===== config.mk =====
export PLATFORM = sky130hd
export DESIGN_NAME = alif_ram
export DESIGN_NICKNAME = d
export VERILOG_FILES = /design/src/rtl/alif_ram.sv
export SDC_FILE = /design/constraint.sdc
export NUM_CORES = 1
export LEC_CHECK = 0
export ABC_CLOCK_PERIOD_IN_PS = 3600
export BUFFER_PORTS_ARGS = -buffer_cell sky130_fd_sc_hd__buf_2
export CORE_AREA = 2 2 111 113
export DETAILED_ROUTE_END_ITERATION = 7
export DIE_AREA = 0 0 113 115
export GPL_TIMING_DRIVEN = 0
export PLACE_DENSITY = 0.66
export REMOVE_ABC_BUFFERS = 1
export SLEW_MARGIN = 10
export SYNTH_ARGS = -nofsm -noshare
export SYNTH_HDL_FRONTEND = slang
export SYNTH_SLANG_ARGS = --single-unit

===== constraint.sdc =====
create_clock -name clk -period 3.6 [get_ports clk]
set_clock_uncertainty 0.05 [all_clocks]
set_input_delay 0.18 -clock clk [delete_from_list [all_inputs] [get_ports clk]]
set_output_delay 0.18 -clock clk [all_outputs]
set_load 0.01 [all_outputs]

===== src/rtl/alif_ram.sv =====
// ----------------------------------------------------------------------------
// alif_ram: generic single-port-write, single-port-read RAM
// One write and one read per cycle; read data registered.
// ----------------------------------------------------------------------------
module alif_ram #(
  parameter int WIDTH = 8,
  parameter int DEPTH = 16
) (
  input  logic                             clk,
  input  logic                             wr_en,
  input  logic [$clog2(DEPTH)-1:0]         wr_addr,
  input  logic [WIDTH-1:0]                 wr_data,
  input  logic                             rd_en,
  input  logic [$clog2(DEPTH)-1:0]         rd_addr,
  output logic [WIDTH-1:0]                 rd_data
);

  logic [WIDTH-1:0] mem [DEPTH];

  always_ff @(posedge clk) begin
    if (wr_en) begin
      mem[wr_addr] <= wr_data;
    end
    if (rd_en) begin
      rd_data <= mem[rd_addr];
    end
  end

endmodule


==> metrics.txt <==
# TYPE chip_impl_metric gauge
chip_impl_metric{name="antenna_found_initial",unit=""} 0
chip_impl_metric{name="vdd.ir_drop.worst",unit="mV"} 0.3733
chip_impl_metric{name="netlist_area",unit="sq mm"} 0.005228
chip_impl_metric{name="grt_overflow",unit=""} 0
chip_impl_metric{name="latest_clock_arrival_within_the_worst_skew_pair",unit="ns"} 0.41
chip_impl_metric{name="place_inst",unit=""} 392
chip_impl_metric{name="slew_headroom",unit="%"} 30.92
chip_impl_metric{name="nNetsFinal",unit=""} 283
chip_impl_metric{name="post_drt_via_cell_ratio",unit=""} 5.484
chip_impl_metric{name="r2r_slack",unit="ns"} 1.99
chip_impl_info{name="holdCritPathClass",value="primary input to flip-flop"} 1
chip_impl_metric{name="post-route-util",unit="%"} 50.54
chip_impl_metric{name="cp_max_fo",unit=""} 32
chip_impl_metric{name="cts-htree-levels",unit=""} 4
chip_impl_info{name="timing.setup.critical_path_class",value="primary input to flip-flop"} 1
chip_impl_metric{name="synthesis.area_per_instance",unit="sq um"} 22.83
chip_impl_metric{name="ys_seq_elements",unit=""} 136
chip_impl_metric{name="vias_after_detailed_routing",unit=""} 2298
chip_impl_metric{name="numCtsBuffers",unit=""} 17
chip_impl_metric{name="groute.usage.overall",unit="%"} 15.30
chip_impl_metric{name="drv_slew",unit=""} 0
chip_impl_metric{name="synth-warning-count",unit=""} 0
chip_impl_metric{name="layout.cell_area.non_filler",unit="sq mm"} 0.005969
chip_impl_metric{name="coreArea",unit="sq mm"} 0.01181
chip_impl_metric{name="achievable-frequency",unit="GHz"} 0.5074
chip_impl_metric{name="buffer_ports.inserted",unit=""} 26
chip_impl_metric{name="cp_data_arrival_time",unit="ns"} 2.05
chip_impl_metric{name="clkTransAtPathRegs",unit="ns"} 0.05
chip_impl_metric{name="netlist-cell-type-count",unit=""} 18
chip_impl_info{name="cts-root-buf",value="sky130_fd_sc_hd__clkbuf_16"} 1
chip_impl_metric{name="detail_route.iter0.violations",unit=""} 191
chip_impl_info{name="cts_tree",value="built"} 1
chip_impl_info{name="rsz0062_at_grt",value="no"} 1
chip_impl_metric{name="grt_pass1_wl",unit="um"} 13920
chip_impl_metric{name="required_time_of_the_critical_path",unit="ns"} 3.68
chip_impl_metric{name="detail-route-antenna-nets",unit=""} 0
chip_impl_metric{name="timing_worst_slew_pin_value",unit="ns"} 1.036
chip_impl_metric{name="post_cts_resize_count",unit=""} 0
chip_impl_metric{name="floorplan.rows",unit=""} 40
chip_impl_metric{name="setup_viol",unit=""} 0
chip_impl_metric{name="die-width",unit="um"} 113
chip_impl_metric{name="cts-hold-fix-buffers",unit=""} 0
chip_impl_metric{name="cellPowerDensity",unit="mW/mm^2"} 572.5
chip_impl_metric{name="place_area",unit="sq mm"} 0.005475
chip_impl_metric{name="fp.dieH",unit="um"} 115
chip_impl_metric{name="first_pass_iters",unit=""} 6
chip_impl_metric{name="grt_start_max_net_pins",unit=""} 33
chip_impl_info{name="run_status",value="finished with violations"} 1
chip_impl_metric{name="remaining_drc_errors",unit=""} 3
chip_impl_metric{name="synthCells",unit=""} 229
chip_impl_metric{name="cts_max_path_buffers",unit=""} 2
chip_impl_metric{name="routed_wl",unit="um"} 9021
chip_impl_metric{name="floorplan.die_area",unit="sq mm"} 0.01300
chip_impl_metric{name="ios",unit=""} 27
chip_impl_metric{name="effective_utilization_at_floorplan",unit="%"} 44.26
chip_impl_metric{name="cts_num_sinks",unit=""} 136
chip_impl_info{name="failing_checks",value="DRC"} 1
chip_impl_metric{name="min_period_over_period",unit="%"} 54.75
chip_impl_metric{name="cts_post_setup_buffers_inserted",unit=""} 0
chip_impl_metric{name="gp_routability_congestion",unit=""} 0.6815
chip_impl_info{name="worst_setup_path_end_kind",value="flip-flop"} 1
chip_impl_metric{name="synthToLayoutAreaGrowth",unit="%"} 14.19
chip_impl_info{name="critPathLaunchType",value="primary input"} 1
chip_impl_metric{name="static-leakage-power",unit="nW"} 1.952
chip_impl_metric{name="maxCapViolCount",unit=""} 0
chip_impl_metric{name="number_of_standard_cells_in_the_layout_taps_in_and_fillers_out",unit=""} 419
chip_impl_metric{name="synth_seq_area_share",unit="%"} 78.12
chip_impl_info{name="layout_common_cells",value="136 x sky130_fd_sc_hd__edfxtp_1, 26 x sky130_fd_sc_hd__buf_2, 18 x sky130_fd_sc_hd__mux4_2"} 1
chip_impl_metric{name="min_period",unit="ns"} 1.971
chip_impl_metric{name="first_global_vias",unit=""} 2362
chip_impl_metric{name="timing_hold_violations_final",unit=""} 0
chip_impl_metric{name="totalNegativeSetupSlack",unit="ns"} 0
chip_impl_info{name="layout_commonest_cell",value="sky130_fd_sc_hd__edfxtp_1"} 1
chip_impl_metric{name="diodes",unit=""} 0
chip_impl_metric{name="drt-wirelength-per-cell",unit="um"} 21.53
chip_impl_metric{name="detailed_place_hpwl",unit="um"} 5541
chip_impl_metric{name="final_layout_size_suffix_gt1_share",unit="%"} 25.37
==> path summary, 6_finish.rpt <==
check,start,end,depth (start not counted)
setup / recovery,rd_addr[0],rd_data[2],4
setup reg to reg,mem[8][1],rd_data[1],3
hold / removal,rd_en,rd_data[1],1
hold reg to reg,mem[15][7],rd_data[7],3
==> through the flow <==
stage	setup slack [ns]	power (mW)	hold slack, ns
global route	1.450	3.529	0.05879
finish	1.629	3.417	0.06148
detailed placement	1.166	1.983	0.4812
global placement	1.161	1.974	0.4645
CTS	1.607	3.438	0.05820
floorplan	1.877	1.899	0.2289
==> cell usage after synthesis <==
master	n	share of area, %
sky130_fd_sc_hd__a22oi_1	16	2.3
sky130_fd_sc_hd__and2_1	1	0.12
sky130_fd_sc_hd__and2b_1	1	0.14
sky130_fd_sc_hd__buf_2	3	0.29
sky130_fd_sc_hd__buf_4	1	0.14
sky130_fd_sc_hd__buf_6	3	0.65
sky130_fd_sc_hd__clkdlybuf4s25_2	3	0.57
sky130_fd_sc_hd__edfxtp_1	136	78
sky130_fd_sc_hd__mux4_1	14	7.0
sky130_fd_sc_hd__mux4_2	18	7.8
sky130_fd_sc_hd__nand2_1	9	0.65
sky130_fd_sc_hd__nand2b_1	2	0.24
sky130_fd_sc_hd__nand3_1	1	0.096
sky130_fd_sc_hd__nand3b_1	2	0.29
sky130_fd_sc_hd__nor2_1	13	0.93
sky130_fd_sc_hd__nor2b_1	1	0.12
sky130_fd_sc_hd__nor3_1	4	0.38
sky130_fd_sc_hd__or3b_2	1	0.17
==> kinds of logic (layout without fill, tap and decap cells) <==
| kind of cell | after synthesis | in the layout | synth area share [%] |
|---|---|---|---|
| compound gates | 16 | 16 | 2.298 |
| buf+inv | 10 | 53 | 1.651 |
| flops | 136 | 136 | 78.12 |
| mux | 32 | 32 | 14.79 |
| simple gates | 35 | 35 | 3.136 |
==> critical path: stages <==
cell and delay (ns):
sky130_fd_sc_hd__buf_2 0.77, sky130_fd_sc_hd__mux4_1 0.67, sky130_fd_sc_hd__a22oi_1 0.27, sky130_fd_sc_hd__nand2_1 0.14
==> where the power goes <==
group          switching, mW  internal (mW)  total, mW
registers            0.00707           1.79       1.79
logic                 0.0936         0.0616      0.155
clock network          0.556          0.912       1.47
total                  0.657           2.76       3.42
==> metal layers <==
layer	vias to the layer above	part of all wire, %	GRT usage [%]	wire length [um]
met3	13	6.0	4.270	539
met5	-	0	0	0
li1	1043	-	-	-
met2	70	49	24.63	4436
met1	1172	43	19.94	3905
met4	0	1.5	6.341	139
==> cell type report <==
cell class | instances | area, sq um
fillers | 934 | 5842
flip-flops and latches | 136 | 4084
multi-input cells | 83 | 1077
clock buffers | 19 | 432.9
well taps | 147 | 183.9
repair buffers | 26 | 130.1
clock inverters | 8 | 61.31
==> registers in the layout, indices dropped and copies added (netlist names) <==
name,flops
mem,128
rd_data,8
Power figures use the tool's default switching activity.
